### src/design/sbct_pkg.sv
// Shared widths, codes and types of the seek budget compaction trigger.
package sbct_pkg;

    localparam int FILE_SLOTS_DEF = 256;
    localparam int TAG_BITS_DEF   = 16;

    localparam int SLOT_W   = 8;
    localparam int LEVEL_W  = 3;
    localparam int SIZE_W   = 40;
    localparam int SHIFT_W  = 5;
    localparam int MINS_W   = 16;
    localparam int BUDGET_W = 32;
    localparam int CMD_W    = 2;
    localparam int CFG_W    = 16;

    localparam logic [CMD_W-1:0] CMD_CHARGE = 2'd0;
    localparam logic [CMD_W-1:0] CMD_DROP   = 2'd1;
    localparam logic [CMD_W-1:0] CMD_RETAIN = 2'd2;

    localparam logic CFG_SEEK_SHIFT = 1'b0;
    localparam logic CFG_MIN_SEEKS  = 1'b1;

    localparam logic [SHIFT_W-1:0] SHIFT_RESET     = 5'd14;
    localparam logic [MINS_W-1:0]  MIN_SEEKS_RESET = 16'd100;

    localparam logic [BUDGET_W-1:0] BUDGET_MAX = 32'h7FFF_FFFF;
    localparam logic [BUDGET_W-1:0] BUDGET_MIN = 32'h8000_0000;

    typedef struct packed {
        logic [BUDGET_W-1:0] budget;
        logic                exhausted;
    } t_charge;

endpackage

### src/design/sbct_charge_calc.sv
// Charge datapath: initial budget from file size, saturating decrement.
module sbct_charge_calc (
    input  logic                          i_entry_valid,
    input  logic [sbct_pkg::BUDGET_W-1:0] i_old_budget,
    input  logic [sbct_pkg::SIZE_W-1:0]   i_file_size,
    input  logic [sbct_pkg::SHIFT_W-1:0]  i_shift,
    input  logic [sbct_pkg::MINS_W-1:0]   i_min_seeks,
    output sbct_pkg::t_charge             o_charge
);
    import sbct_pkg::*;

    logic [SIZE_W-1:0]   shifted;
    logic [SIZE_W-1:0]   floored;
    logic [BUDGET_W-1:0] first_budget;
    logic [BUDGET_W-1:0] start_budget;
    logic [BUDGET_W-1:0] dec_budget;

    always_comb begin
        shifted = i_file_size >> i_shift;
        floored = (shifted < SIZE_W'(i_min_seeks)) ? SIZE_W'(i_min_seeks) : shifted;
        // clamp to the signed maximum
        first_budget = (floored > SIZE_W'(BUDGET_MAX)) ? BUDGET_MAX
                                                       : floored[BUDGET_W-1:0];
        start_budget = i_entry_valid ? i_old_budget : first_budget;
        dec_budget   = (start_budget == BUDGET_MIN) ? start_budget
                                                    : start_budget - BUDGET_W'(1);
        o_charge.budget    = dec_budget;
        o_charge.exhausted = dec_budget[BUDGET_W-1] || (dec_budget == '0);
    end

endmodule

### config.mk
export PLATFORM = sky130hd
export DESIGN_NAME = sbct_charge_calc
export DESIGN_NICKNAME = d
export VERILOG_FILES = /design/src/design/sbct_pkg.sv /design/src/design/sbct_charge_calc.sv
export SDC_FILE = /design/constraint.sdc
export NUM_CORES = 1
export LEC_CHECK = 0
export ABC_AREA = 1
export BUFFER_PORTS_ARGS = -buffer_cell sky130_fd_sc_hd__buf_2
export CORE_MARGIN = 8
export CORE_UTILIZATION = 25
export DETAILED_ROUTE_END_ITERATION = 6
export GPL_ROUTABILITY_DRIVEN = 0
export PLACE_DENSITY = 0.49
export SYNTH_ARGS = -nofsm -noshare
export SYNTH_HDL_FRONTEND = slang
export SYNTH_SLANG_ARGS = --single-unit
### constraint.sdc
create_clock -name vclk -period 6.2
set_clock_uncertainty 0.05 [all_clocks]
set_input_delay 0.62 -clock vclk [all_inputs]
set_output_delay 0.62 -clock vclk [all_outputs]
set_load 0.01 [all_outputs]
==> report_table.html, run 1 <==
<table>
<tr><th>Metric</th><th>Value</th></tr>
<tr><th colspan="2">STA</th></tr>
<tr><td>Worst hold slack across all endpoints</td><td>1.75 ns</td></tr>
<tr><td>Setup TNS</td><td>0 ns</td></tr>
<tr><td>Maximum clock frequency</td><td>176 MHz</td></tr>
<tr><td>Final clock period utilization by the worst path</td><td>0.919</td></tr>
<tr><td>Setup slack of the critical path after layout</td><td>0.503 ns</td></tr>
<tr><td>Max-slew violation count</td><td>0</td></tr>
<tr><td>Measured slew at the worst slew-check pin</td><td>0.598 ns</td></tr>
<tr><td>Worst slew margin relative to its limit</td><td>0.597</td></tr>
<tr><td>Number of setup violations in the final report</td><td>0</td></tr>
<tr><td>Post-layout min period</td><td>5.70 ns</td></tr>
<tr><td>Number of hold-slack violations in the final timing report</td><td>0</td></tr>
<tr><th colspan="2">Global routing</th></tr>
<tr><td>Remaining global-route overflow</td><td>0</td></tr>
<tr><td>Global-route usage over all layers</td><td>0.165</td></tr>
<tr><td>Maximum number of pins on one net before global-route repair</td><td>63</td></tr>
<tr><td>First-pass GRT wire length</td><td>33300 um</td></tr>
<tr><td>Number of antenna violations at the first check in global routing</td><td>0</td></tr>
<tr><td>Number of global-route vias before repair</td><td>6622</td></tr>
<tr><th colspan="2">Detailed routing</th></tr>
<tr><td>Drt wl/cell</td><td>14.6 um</td></tr>
<tr><td>Final Routed Wirelength</td><td>20600 um</td></tr>
<tr><td>M1 wire length</td><td>9880 um</td></tr>
<tr><td>Met3 wire length</td><td>1530 um</td></tr>
<tr><td>DRT antenna net count</td><td>0</td></tr>
<tr><td>Met2 routed wirelength</td><td>8860 um</td></tr>
<tr><td>DR vias</td><td>6962</td></tr>
<tr><td>DRC</td><td>0</td></tr>
<tr><td>Via density per instance</td><td>4.94</td></tr>
<tr><td>Number of design-rule violations left by the first detailed-router iteration</td><td>678</td></tr>
<tr><td>Detailed-routing iteration count for the pre-antenna-repair pass</td><td>5</td></tr>
<tr><td>Top layer reached by signal wires</td><td>met4</td></tr>
<tr><th colspan="2">Floorplan</th></tr>
<tr><td>Top Ports</td><td>127</td></tr>
<tr><td>Initial Utilization</td><td>0.252</td></tr>
<tr><td>Core area</td><td>19300 um^2</td></tr>
<tr><td>Number of rows in the core area</td><td>51</td></tr>
<tr><td>Horizontal extent of the die</td><td>155 um</td></tr>
<tr><td>Vert. Die Dim</td><td>155 um</td></tr>
<tr><td>Total die area</td><td>24100 um^2</td></tr>
<tr><th colspan="2">Place</th></tr>
<tr><td>Number of port buffers</td><td>127</td></tr>
<tr><td>Cell area reported after detailed placement</td><td>5750 um^2</td></tr>
<tr><td>Hpwl dp</td><td>17300 um</td></tr>
<tr><td>Setup slack at placement</td><td>0.103 ns</td></tr>
<tr><th colspan="2">Critical path</th></tr>
<tr><td>Launching element type of the critical path</td><td>input port</td></tr>
<tr><td>Largest incremental delay on the critical path</td><td>0.35 ns</td></tr>
<tr><td>Crit Path Class</td><td>input port to output port</td></tr>
<tr><td>Largest driver fanout on the critical path</td><td>21</td></tr>
<tr><td>Family with the most delay on the worst path</td><td>simple AND/OR/NAND/NOR gates</td></tr>
<tr><td>Data required time of the critical path</td><td>5.53 ns</td></tr>
<tr><td>Kind of end point of the critical path</td><td>output port</td></tr>
<tr><td>Number of buffers and inverters on the critical path</td><td>9</td></tr>
<tr><td>CP arrival</td><td>5.03 ns</td></tr>
<tr><td>Crit path max-delay cell type</td><td>sky130_fd_sc_hd__a21oi_1</td></tr>
<tr><td>Most frequent cell on the critical path</td><td>sky130_fd_sc_hd__nand2_1</td></tr>
<tr><th colspan="2">Layout</th></tr>
<tr><td>Seq. cell area</td><td>0 um^2</td></tr>
<tr><td>Final Instance Area</td><td>5950 um^2</td></tr>
<tr><td>Number of flip-flops and latches</td><td>0</td></tr>
<tr><td>Number of clock buffers in the layout</td><td>0</td></tr>
<tr><td>Final net count</td><td>1257</td></tr>
<tr><td>Share of cells above drive strength 1</td><td>0.198</td></tr>
<tr><td>Number of fill cells</td><td>2331</td></tr>
<tr><td>Antenna cell count</td><td>0</td></tr>
<tr><td>Relative area change from synthesis to final layout</td><td>22.8%</td></tr>
<tr><th colspan="2">Synth</th></tr>
<tr><td>Most area-hungry cell type in the Yosys netlist</td><td>sky130_fd_sc_hd__nand2_1</td></tr>
<tr><td>Most numerous cell types in the synthesized netlist</td><td>sky130_fd_sc_hd__nand2_1 (411), sky130_fd_sc_hd__nand3_1 (189), sky130_fd_sc_hd__inv_1 (97)</td></tr>
<tr><td>Synth top area cells</td><td>sky130_fd_sc_hd__nand2_1 (32%), sky130_fd_sc_hd__nand3_1 (20%), sky130_fd_sc_hd__inv_1 (7.5%)</td></tr>
<tr><td>Post-synthesis sequential area ratio</td><td>0</td></tr>
<tr><td>Number of instances in the synthesized netlist</td><td>1038</td></tr>
<tr><td>Synth Area per Inst</td><td>4.67 um^2</td></tr>
<tr><td>Synth Cell Area</td><td>4850 um^2</td></tr>
<tr><td>Top-area cell type share of the netlist area</td><td>0.318</td></tr>
<tr><td>Total nets after synthesis</td><td>1149</td></tr>
<tr><td>Most common cell in the netlist</td><td>sky130_fd_sc_hd__nand2_1</td></tr>
<tr><td>Distinct cell type count of the synthesized netlist</td><td>38</td></tr>
<tr><td>Count of yosys warnings during synthesis</td><td>0</td></tr>
<tr><th colspan="2">Pwr</th></tr>
<tr><td>Areal power density over the cells</td><td>87.4 nW/um^2</td></tr>
<tr><td>Final Power</td><td>520 uW</td></tr>
<tr><td>Largest voltage drop on the vdd net</td><td>49.3 uV</td></tr>
<tr><td>Leak</td><td>0.00317 uW</td></tr>
<tr><th colspan="2">Min path</th></tr>
<tr><td>Class of the worst hold path</td><td>input port to output port</td></tr>
<tr><th colspan="2">Run status</th></tr>
<tr><td>Outcome</td><td>finished, final reports clean</td></tr>
<tr><th colspan="2">Run</th></tr>
<tr><td>Total of max-cap violations</td><td>0</td></tr>
</table>
-- cell families (layout without fill, tap and decap cells) --
logic type	after synthesis	after routing	share of synthesized area
buf+inv	158	263	0.138
fa+ha+maj	17	17	0.0439
compound gates	87	87	0.101
xor+xnor	13	13	0.0235
mux	5	5	0.0103
simple gates	758	759	0.684
-- final timing paths --
kind	start	to	slack, ns	depth (start not counted)
min	i_old_budget[4]	o_charge[5]	1.75	7
max	i_shift[0]	o_charge[0]	0.50	38
-- cell usage in the layout (no fill, tap or decap), drive strengths merged --
cell	instances
ha	17
a21oi	23
a22oi	1
nand4	28
xor2	13
nor3	4
or2	16
nor2	88
inv	102
mux2i	5
o211ai	4
o21a	1
a31o	1
a31oi	5
clkbuf	1
o21ai	41
o311ai	1
o22ai	5
o21bai	3
clkinv	1
nand3b	2
nand2	419
a211oi	2
buf	159
and2	12
nand3	190
-- area by class of cell --
type,instances,area [um^2],area share
Tap cell,265,332,0.0557
Multi-Input combinational cell,881,4280,0.720
Timing Repair Buffer,160,946,0.159
Inverter,103,392,0.0658
-- metrics by stage --
step,std cells,utilization
after floorplan,1038,-
after global placement,1399,0.298
after detailed placement,1399,0.298
after CTS,1399,0.298
after global routing,1409,0.309
final,1409,0.309
-- layer usage --
| metal | track usage | vias to the layer above |
|---|---|---|
| met5 | 0 | - |
| met4 | 0.0268 | 0 |
| met3 | 0.0200 | 24 |
| met2 | 0.262 | 268 |
| met1 | 0.236 | 3100 |
| li1 | - | 3570 |
-- tightest hold or removal path, delay by kind of cell --
family | cells | cell delay (ns)
buffers and inverters | 3 | 0.26
xor gates and xnor gates | 1 | 0.08
and+or+nand+nor | 3 | 0.23
-- what timing repair did --
item                       in CTS  in global routing
setup endpoints to repair       0                 32
hold buffers                    0                  0
buffers inserted                0                  8
gates resized for setup         0                 34
-- power by group --
| part | internal (uW) | switching [uW] | total, uW |
|---|---|---|---|
| clock network | 0 | 0 | 0 |
| logic | 184 | 336 | 520 |
| registers | 0 | 0 | 0 |
| total | 184 | 336 | 520 |
(Power assumes the default switching activity.)
==> inputs of run 2 (changes only) <==
==> constraint.sdc (replaced) <==
create_clock -name vclk -period 6.2
set_clock_uncertainty 0.05 [all_clocks]
set_input_delay 1.24 -clock vclk [all_inputs]
set_output_delay 1.24 -clock vclk [all_outputs]
set_load 0.01 [all_outputs]
==> report_table.html, run 2 (same netlist as run 1, synthesis figures left out) <==
<table>
<tr><th>Metric</th><th>Value</th></tr>
<tr><th colspan="2">Place</th></tr>
<tr><td>Hpwl dp</td><td>18500 um</td></tr>
<tr><td>Number of port buffers</td><td>127</td></tr>
<tr><td>Cell area reported after detailed placement</td><td>7450 um^2</td></tr>
<tr><td>Placed cell count</td><td>1606</td></tr>
<tr><th colspan="2">Pwr</th></tr>
<tr><td>Seq pwr share</td><td>0</td></tr>
<tr><td>Clock share of power</td><td>0</td></tr>
<tr><td>Areal power density over the cells</td><td>91.3 nW/um^2</td></tr>
<tr><td>Proportion of total power due to net switching</td><td>0.521</td></tr>
<tr><td>Largest voltage drop on the vdd net</td><td>38.3 uV</td></tr>
<tr><td>Pint</td><td>406 uW</td></tr>
<tr><td>Combinational group share of total power</td><td>1.000</td></tr>
<tr><td>Leak</td><td>0.00479 uW</td></tr>
<tr><td>Net Sw Power</td><td>441 uW</td></tr>
<tr><th colspan="2">Detailed routing</th></tr>
<tr><td>DRT antenna net count</td><td>0</td></tr>
<tr><td>Via density per instance</td><td>4.82</td></tr>
<tr><td>Final Routed Wirelength</td><td>23600 um</td></tr>
<tr><td>DRC</td><td>0</td></tr>
<tr><td>Drt wl/cell</td><td>14.2 um</td></tr>
<tr><td>Number of design-rule violations left by the first detailed-router iteration</td><td>505</td></tr>
<tr><td>Detailed-routing iteration count for the pre-antenna-repair pass</td><td>5</td></tr>
<tr><td>DR vias</td><td>7976</td></tr>
<tr><th colspan="2">STA</th></tr>
<tr><td>Number of setup violations in the final report</td><td>33</td></tr>
<tr><td>Final clock period utilization by the worst path</td><td>1.11</td></tr>
<tr><td>Worst slew margin relative to its limit</td><td>0.629</td></tr>
<tr><td>Measured slew at the worst slew-check pin</td><td>0.556 ns</td></tr>
<tr><td>Setup slack of the critical path after layout</td><td>-0.690 ns</td></tr>
<tr><td>Setup TNS</td><td>-10.77 ns</td></tr>
<tr><td>Max-slew violation count</td><td>0</td></tr>
<tr><td>Maximum clock frequency</td><td>145 MHz</td></tr>
<tr><td>Number of hold-slack violations in the final timing report</td><td>0</td></tr>
<tr><td>Worst hold slack across all endpoints</td><td>3.12 ns</td></tr>
<tr><td>Post-layout min period</td><td>6.89 ns</td></tr>
<tr><td>RSZ-0062 raised after global routing</td><td>yes</td></tr>
<tr><th colspan="2">Floorplan</th></tr>
<tr><td>Top Ports</td><td>127</td></tr>
<tr><td>Core area</td><td>19300 um^2</td></tr>
<tr><td>Number of rows in the core area</td><td>51</td></tr>
<tr><td>Initial Utilization</td><td>0.252</td></tr>
<tr><td>Total die area</td><td>24100 um^2</td></tr>
<tr><td>Horizontal extent of the die</td><td>155 um</td></tr>
<tr><td>Vert. Die Dim</td><td>155 um</td></tr>
<tr><th colspan="2">Layout</th></tr>
<tr><td>Share of cells above drive strength 1</td><td>0.497</td></tr>
<tr><td>Most used cells in the layout excluding fill and tap cells</td><td>sky130_fd_sc_hd__nand2_1 (302), sky130_fd_sc_hd__buf_4 (229), sky130_fd_sc_hd__nand3_1 (161)</td></tr>
<tr><td>Final net count</td><td>1504</td></tr>
<tr><td>Antenna cell count</td><td>0</td></tr>
<tr><td>Final core utilization</td><td>0.482</td></tr>
<tr><td>Relative area change from synthesis to final layout</td><td>91.6%</td></tr>
<tr><td>Number of clock buffers in the layout</td><td>0</td></tr>
<tr><td>Final Instance Area</td><td>9290 um^2</td></tr>
<tr><td>Number of fill cells</td><td>1955</td></tr>
<tr><td>Number of flip-flops and latches</td><td>0</td></tr>
<tr><td>Commonest non-fill, non-tap cell in the layout</td><td>sky130_fd_sc_hd__nand2_1</td></tr>
<tr><td>Seq. cell area</td><td>0 um^2</td></tr>
<tr><td>Finished Layout Cells</td><td>1656</td></tr>
<tr><th colspan="2">Global routing</th></tr>
<tr><td>Global-route usage over all layers</td><td>0.180</td></tr>
<tr><td>Maximum number of pins on one net before global-route repair</td><td>59</td></tr>
<tr><td>Number of global-route vias before repair</td><td>7563</td></tr>
<tr><td>Number of antenna violations at the first check in global routing</td><td>0</td></tr>
<tr><td>First-pass GRT wire length</td><td>36600 um</td></tr>
<tr><td>Remaining global-route overflow</td><td>0</td></tr>
<tr><th colspan="2">Critical path</th></tr>
<tr><td>Crit Path Class</td><td>input port to output port</td></tr>
<tr><td>Most frequent cell on the critical path</td><td>sky130_fd_sc_hd__nand2_1</td></tr>
<tr><td>Kind of end point of the critical path</td><td>output port</td></tr>
<tr><td>Launching element type of the critical path</td><td>input port</td></tr>
<tr><td>Largest incremental delay on the critical path</td><td>0.31 ns</td></tr>
<tr><td>Largest driver fanout on the critical path</td><td>8</td></tr>
<tr><td>Data required time of the critical path</td><td>4.91 ns</td></tr>
<tr><td>Crit path max-delay cell type</td><td>sky130_fd_sc_hd__ha_1</td></tr>
<tr><td>CP arrival</td><td>5.60 ns</td></tr>
<tr><th colspan="2">CTS</th></tr>
<tr><td>Number of hold-repair buffers added at the cts stage</td><td>0</td></tr>
<tr><th colspan="2">Run status</th></tr>
<tr><td>Outcome</td><td>finished, violations left</td></tr>
<tr><td>Violations in the final reports</td><td>setup timing</td></tr>
<tr><th colspan="2">Min path</th></tr>
<tr><td>Class of the worst hold path</td><td>input port to output port</td></tr>
<tr><th colspan="2">Run</th></tr>
<tr><td>Total of max-cap violations</td><td>0</td></tr>
</table>
## run 2: per-stage QoR
| stage | setup slack (ns) | total power (uW) |
|---|---|---|
| after floorplan | 0.00122 | 339 |
| after global placement | -0.786 | 665 |
| after detailed placement | -0.884 | 667 |
| after CTS | -0.453 | 750 |
| after global routing | -0.855 | 923 |
| final | -0.690 | 848 |
## run 2: worst paths after layout
path | from | endpoint | slack [ns] | cells past startpoint
max | i_shift[0] | o_charge[0] | -0.69 | 38
min | i_old_budget[26] | o_charge[27] | 3.12 | 8
## run 2: worst max-delay path: cells and delay by family
kind,cells,cell delay [ns]
AO/OA/AOI/OAI,6,0.83
AND/OR/NAND/NOR,23,2.19
buffers and inverters,7,0.83
adder cells (fa/ha/maj),2,0.49
## run 2: routing by layer
| layer | track usage | up-vias | share of wire | routed length [um] |
|---|---|---|---|---|
| li1 | - | 4072 | - | - |
| met1 | 0.244 | 3642 | 0.45 | 10700 |
| met2 | 0.309 | 240 | 0.47 | 11200 |
| met3 | 0.0197 | 22 | 0.062 | 1460 |
| met4 | 0.0208 | 0 | 0.012 | 291 |
| met5 | 0 | - | 0 | 0 |
## run 2: timing repair
item / CTS / global route
cloned: 7 / 3
endpoints found under the setup margin: 33 / 33
gates resized for setup: 166 / 203
setup buffers: 28 / 21
pin swaps: 71 / 120
endpoints found under the hold margin: 0 / 0
## run 2: power by group through the flow
stage	combinational, uW	clock (uW)	sequential, uW
finish	848	0	0
floorplan	339	0	0
CTS	750	0	0
global placement	665	0	0
global route	923	0	0
detailed placement	667	0	0
## run 2: layout make-up
cell class | instances | area [um^2] | area share
inverters | 103 | 409 | 0.0441
repair inverters | 1 | 8.76 | 0.000943
well taps | 265 | 332 | 0.0357
multi-input cells | 881 | 5290 | 0.569
repair buffers | 406 | 3250 | 0.350
==> inputs of run 3 (changes only) <==
ABC_AREA = default   (was 1)
PLACE_DENSITY = 0.48   (was 0.49)
==> report_table.html, run 3 <==
<table>
<tr><th>Metric</th><th>Value</th></tr>
<tr><th colspan="2">Pwr</th></tr>
<tr><td>Largest voltage drop on the vdd net</td><td>51.5 uV</td></tr>
<tr><td>Areal power density over the cells</td><td>101 nW/um^2</td></tr>
<tr><td>Leak</td><td>0.00451 uW</td></tr>
<tr><th colspan="2">Place</th></tr>
<tr><td>Cell area reported after detailed placement</td><td>8820 um^2</td></tr>
<tr><td>Number of port buffers</td><td>127</td></tr>
<tr><td>Hpwl dp</td><td>22800 um</td></tr>
<tr><td>Placed cell count</td><td>1361</td></tr>
<tr><th colspan="2">Global routing</th></tr>
<tr><td>Global-route usage over all layers</td><td>0.201</td></tr>
<tr><td>First-pass GRT wire length</td><td>43900 um</td></tr>
<tr><td>Number of global-route vias before repair</td><td>7987</td></tr>
<tr><td>Met1 routing resource usage after global routing</td><td>0.268</td></tr>
<tr><td>Met3 routing resource usage after global routing</td><td>0.0146</td></tr>
<tr><td>Global-route met2 utilization</td><td>0.349</td></tr>
<tr><td>Layer with the highest usage after global routing</td><td>met2</td></tr>
<tr><td>Number of antenna violations at the first check in global routing</td><td>0</td></tr>
<tr><td>Maximum number of pins on one net before global-route repair</td><td>29</td></tr>
<tr><td>Remaining global-route overflow</td><td>0</td></tr>
<tr><th colspan="2">Floorplan</th></tr>
<tr><td>Top Ports</td><td>127</td></tr>
<tr><td>Core area</td><td>21600 um^2</td></tr>
<tr><td>Number of rows in the core area</td><td>54</td></tr>
<tr><td>Horizontal extent of the die</td><td>163 um</td></tr>
<tr><td>Initial Utilization</td><td>0.252</td></tr>
<tr><td>Vert. Die Dim</td><td>163 um</td></tr>
<tr><td>Total die area</td><td>26700 um^2</td></tr>
<tr><th colspan="2">Critical path</th></tr>
<tr><td>Data required time of the critical path</td><td>4.91 ns</td></tr>
<tr><td>Worst setup path start</td><td>i_shift[0]</td></tr>
<tr><td>Largest driver fanout on the critical path</td><td>7</td></tr>
<tr><td>Crit Path Class</td><td>input port to output port</td></tr>
<tr><td>Kind of end point of the critical path</td><td>output port</td></tr>
<tr><td>CP arrival</td><td>7.05 ns</td></tr>
<tr><td>Crit path max-delay cell type</td><td>sky130_fd_sc_hd__mux4_2</td></tr>
<tr><td>Largest incremental delay on the critical path</td><td>0.53 ns</td></tr>
<tr><td>Most frequent cell on the critical path</td><td>sky130_fd_sc_hd__buf_4</td></tr>
<tr><td>Launching element type of the critical path</td><td>input port</td></tr>
<tr><th colspan="2">STA</th></tr>
<tr><td>Final clock period utilization by the worst path</td><td>1.34</td></tr>
<tr><td>Worst slew margin relative to its limit</td><td>0.517</td></tr>
<tr><td>Setup slack of the critical path after layout</td><td>-2.14 ns</td></tr>
<tr><td>Number of hold-slack violations in the final timing report</td><td>0</td></tr>
<tr><td>RSZ-0062 raised after global routing</td><td>yes</td></tr>
<tr><td>Max-slew violation count</td><td>0</td></tr>
<tr><td>Number of setup violations in the final report</td><td>33</td></tr>
<tr><td>Measured slew at the worst slew-check pin</td><td>0.724 ns</td></tr>
<tr><td>Maximum clock frequency</td><td>120 MHz</td></tr>
<tr><td>Setup TNS</td><td>-49.70 ns</td></tr>
<tr><td>Post-layout min period</td><td>8.34 ns</td></tr>
<tr><th colspan="2">Min path</th></tr>
<tr><td>Startpoint of the most critical hold path</td><td>i_old_budget[31]</td></tr>
<tr><td>Class of the worst hold path</td><td>input port to output port</td></tr>
<tr><th colspan="2">Detailed routing</th></tr>
<tr><td>DRT antenna net count</td><td>0</td></tr>
<tr><td>Drt wl/cell</td><td>19.8 um</td></tr>
<tr><td>Number of design-rule violations left by the first detailed-router iteration</td><td>469</td></tr>
<tr><td>Final Routed Wirelength</td><td>28100 um</td></tr>
<tr><td>Detailed-routing iteration count for the pre-antenna-repair pass</td><td>5</td></tr>
<tr><td>DRC</td><td>0</td></tr>
<tr><td>DR vias</td><td>7831</td></tr>
<tr><td>Via density per instance</td><td>5.51</td></tr>
<tr><th colspan="2">Layout</th></tr>
<tr><td>Final Instance Area</td><td>10100 um^2</td></tr>
<tr><td>Final net count</td><td>1253</td></tr>
<tr><td>Number of fill cells</td><td>2131</td></tr>
<tr><td>Final core utilization</td><td>0.469</td></tr>
<tr><td>Commonest non-fill, non-tap cell in the layout</td><td>sky130_fd_sc_hd__buf_4</td></tr>
<tr><td>Number of clock buffers in the layout</td><td>0</td></tr>
<tr><td>Seq. cell area</td><td>0 um^2</td></tr>
<tr><td>Relative area change from synthesis to final layout</td><td>86.0%</td></tr>
<tr><td>Finished Layout Cells</td><td>1420</td></tr>
<tr><td>Most used cells in the layout excluding fill and tap cells</td><td>sky130_fd_sc_hd__buf_4 (337), sky130_fd_sc_hd__buf_2 (114), sky130_fd_sc_hd__nor2_1 (53)</td></tr>
<tr><td>Number of flip-flops and latches</td><td>0</td></tr>
<tr><td>Antenna cell count</td><td>0</td></tr>
<tr><td>Share of cells above drive strength 1</td><td>0.631</td></tr>
<tr><th colspan="2">Synth</th></tr>
<tr><td>Post-synthesis sequential area ratio</td><td>0</td></tr>
<tr><td>Synth Cell Area</td><td>5440 um^2</td></tr>
<tr><td>Most common cell in the netlist</td><td>sky130_fd_sc_hd__nor2_1</td></tr>
<tr><td>Most numerous cell types in the synthesized netlist</td><td>sky130_fd_sc_hd__nor2_1 (58), sky130_fd_sc_hd__nand2_1 (41), sky130_fd_sc_hd__mux2i_1 (40)</td></tr>
<tr><td>Most area-hungry cell type in the Yosys netlist</td><td>sky130_fd_sc_hd__mux4_2</td></tr>
<tr><td>Synth top area cells</td><td>sky130_fd_sc_hd__mux4_2 (15%), sky130_fd_sc_hd__mux2i_1 (7.4%), sky130_fd_sc_hd__mux2_2 (7.0%)</td></tr>
<tr><td>Number of instances in the synthesized netlist</td><td>695</td></tr>
<tr><td>Count of yosys warnings during synthesis</td><td>0</td></tr>
<tr><td>Distinct cell type count of the synthesized netlist</td><td>92</td></tr>
<tr><td>Synth Area per Inst</td><td>7.82 um^2</td></tr>
<tr><td>Total nets after synthesis</td><td>806</td></tr>
<tr><td>Top-area cell type share of the netlist area</td><td>0.149</td></tr>
<tr><th colspan="2">Run</th></tr>
<tr><td>Total of max-cap violations</td><td>0</td></tr>
<tr><th colspan="2">CTS</th></tr>
<tr><td>Number of hold-repair buffers added at the cts stage</td><td>0</td></tr>
<tr><th colspan="2">Run status</th></tr>
<tr><td>Violations in the final reports</td><td>setup timing</td></tr>
<tr><td>Outcome</td><td>finished, violations left</td></tr>
</table>
[run 3: changes by cell type after synthesis, moves of 11 or more]
cell                       previous run  this run
sky130_fd_sc_hd__nor3_1               4        23
sky130_fd_sc_hd__mux2_2               0        34
sky130_fd_sc_hd__nand2_1            411        41
sky130_fd_sc_hd__nor2_1              74        58
sky130_fd_sc_hd__nor2b_1              0        11
sky130_fd_sc_hd__a211oi_1             2        17
sky130_fd_sc_hd__nand3_1            189        18
sky130_fd_sc_hd__nand2b_1             0        13
sky130_fd_sc_hd__mux4_2               0        36
sky130_fd_sc_hd__inv_1               97        24
sky130_fd_sc_hd__nand4_1             28        16
sky130_fd_sc_hd__mux2i_1              5        40
[run 3: timing repair]
item,4_1_cts,5_1_grt
endpoints found under the hold margin,0,0
pin swaps,49,27
cloned,4,0
gates resized for setup,132,38
setup endpoints to repair,33,33
buffers inserted,42,15
[run 3: final cells by class]
cell class                 instances  area, um^2  area share
inverter                          27         101      0.0100
multi-input combinational        614        5870       0.580
tap                              280         350      0.0346
timing repair buffer             499        3790       0.375
[run 3: per-layer routing]
layer / routed length (um) / vias to the layer above
met2: 13600 / 299
li1: - / 3696
met5: 0 / -
met1: 12400 / 3804
met4: 546 / 0
met3: 1570 / 32
[run 3: per-stage QoR]
step                      setup slack (ns)  power (uW)  hold WS, ns
after CTS                            -1.99         978         2.97
after detailed placement             -2.27         860         2.97
after floorplan                      -2.30         437         2.66
final                                -2.14        1030         2.97
after global routing                 -2.35        1090         3.01
after global placement               -2.10         857         2.97
[run 3: cell families (layout without fill, tap and decap cells)]
logic type                 count (synthesis)  in the layout  share of synthesized area
AOI/OAI and AO/OA                        212            212                      0.298
adders and majority gates                 17             17                     0.0391
buffers and inverters                     82            526                     0.0769
and+or+nand+nor                          261            262                      0.270
muxes                                    113            113                      0.300
xor gates and xnor gates                  10             10                     0.0161
[run 3: power by group]
part	internal (uW)	leakage, uW	switching (uW)	total [uW]
Clock	0	0	0	0
Combinational	542	0.00451	484	1030
Sequential	0	0	0	0
Total	542	0.00451	484	1030
[run 3: worst max-delay path: cells and delay by family]
kind / cells / cell delay, ns
and+or+nand+nor: 2 / 0.67
AOI/OAI and AO/OA: 6 / 1.54
buffers and inverters: 18 / 2.40
muxes: 4 / 1.17
[run 3: worst paths after layout]
path,cells after the start,endpoint
setup / recovery,30,o_charge[0]
hold / removal,5,o_charge[32]
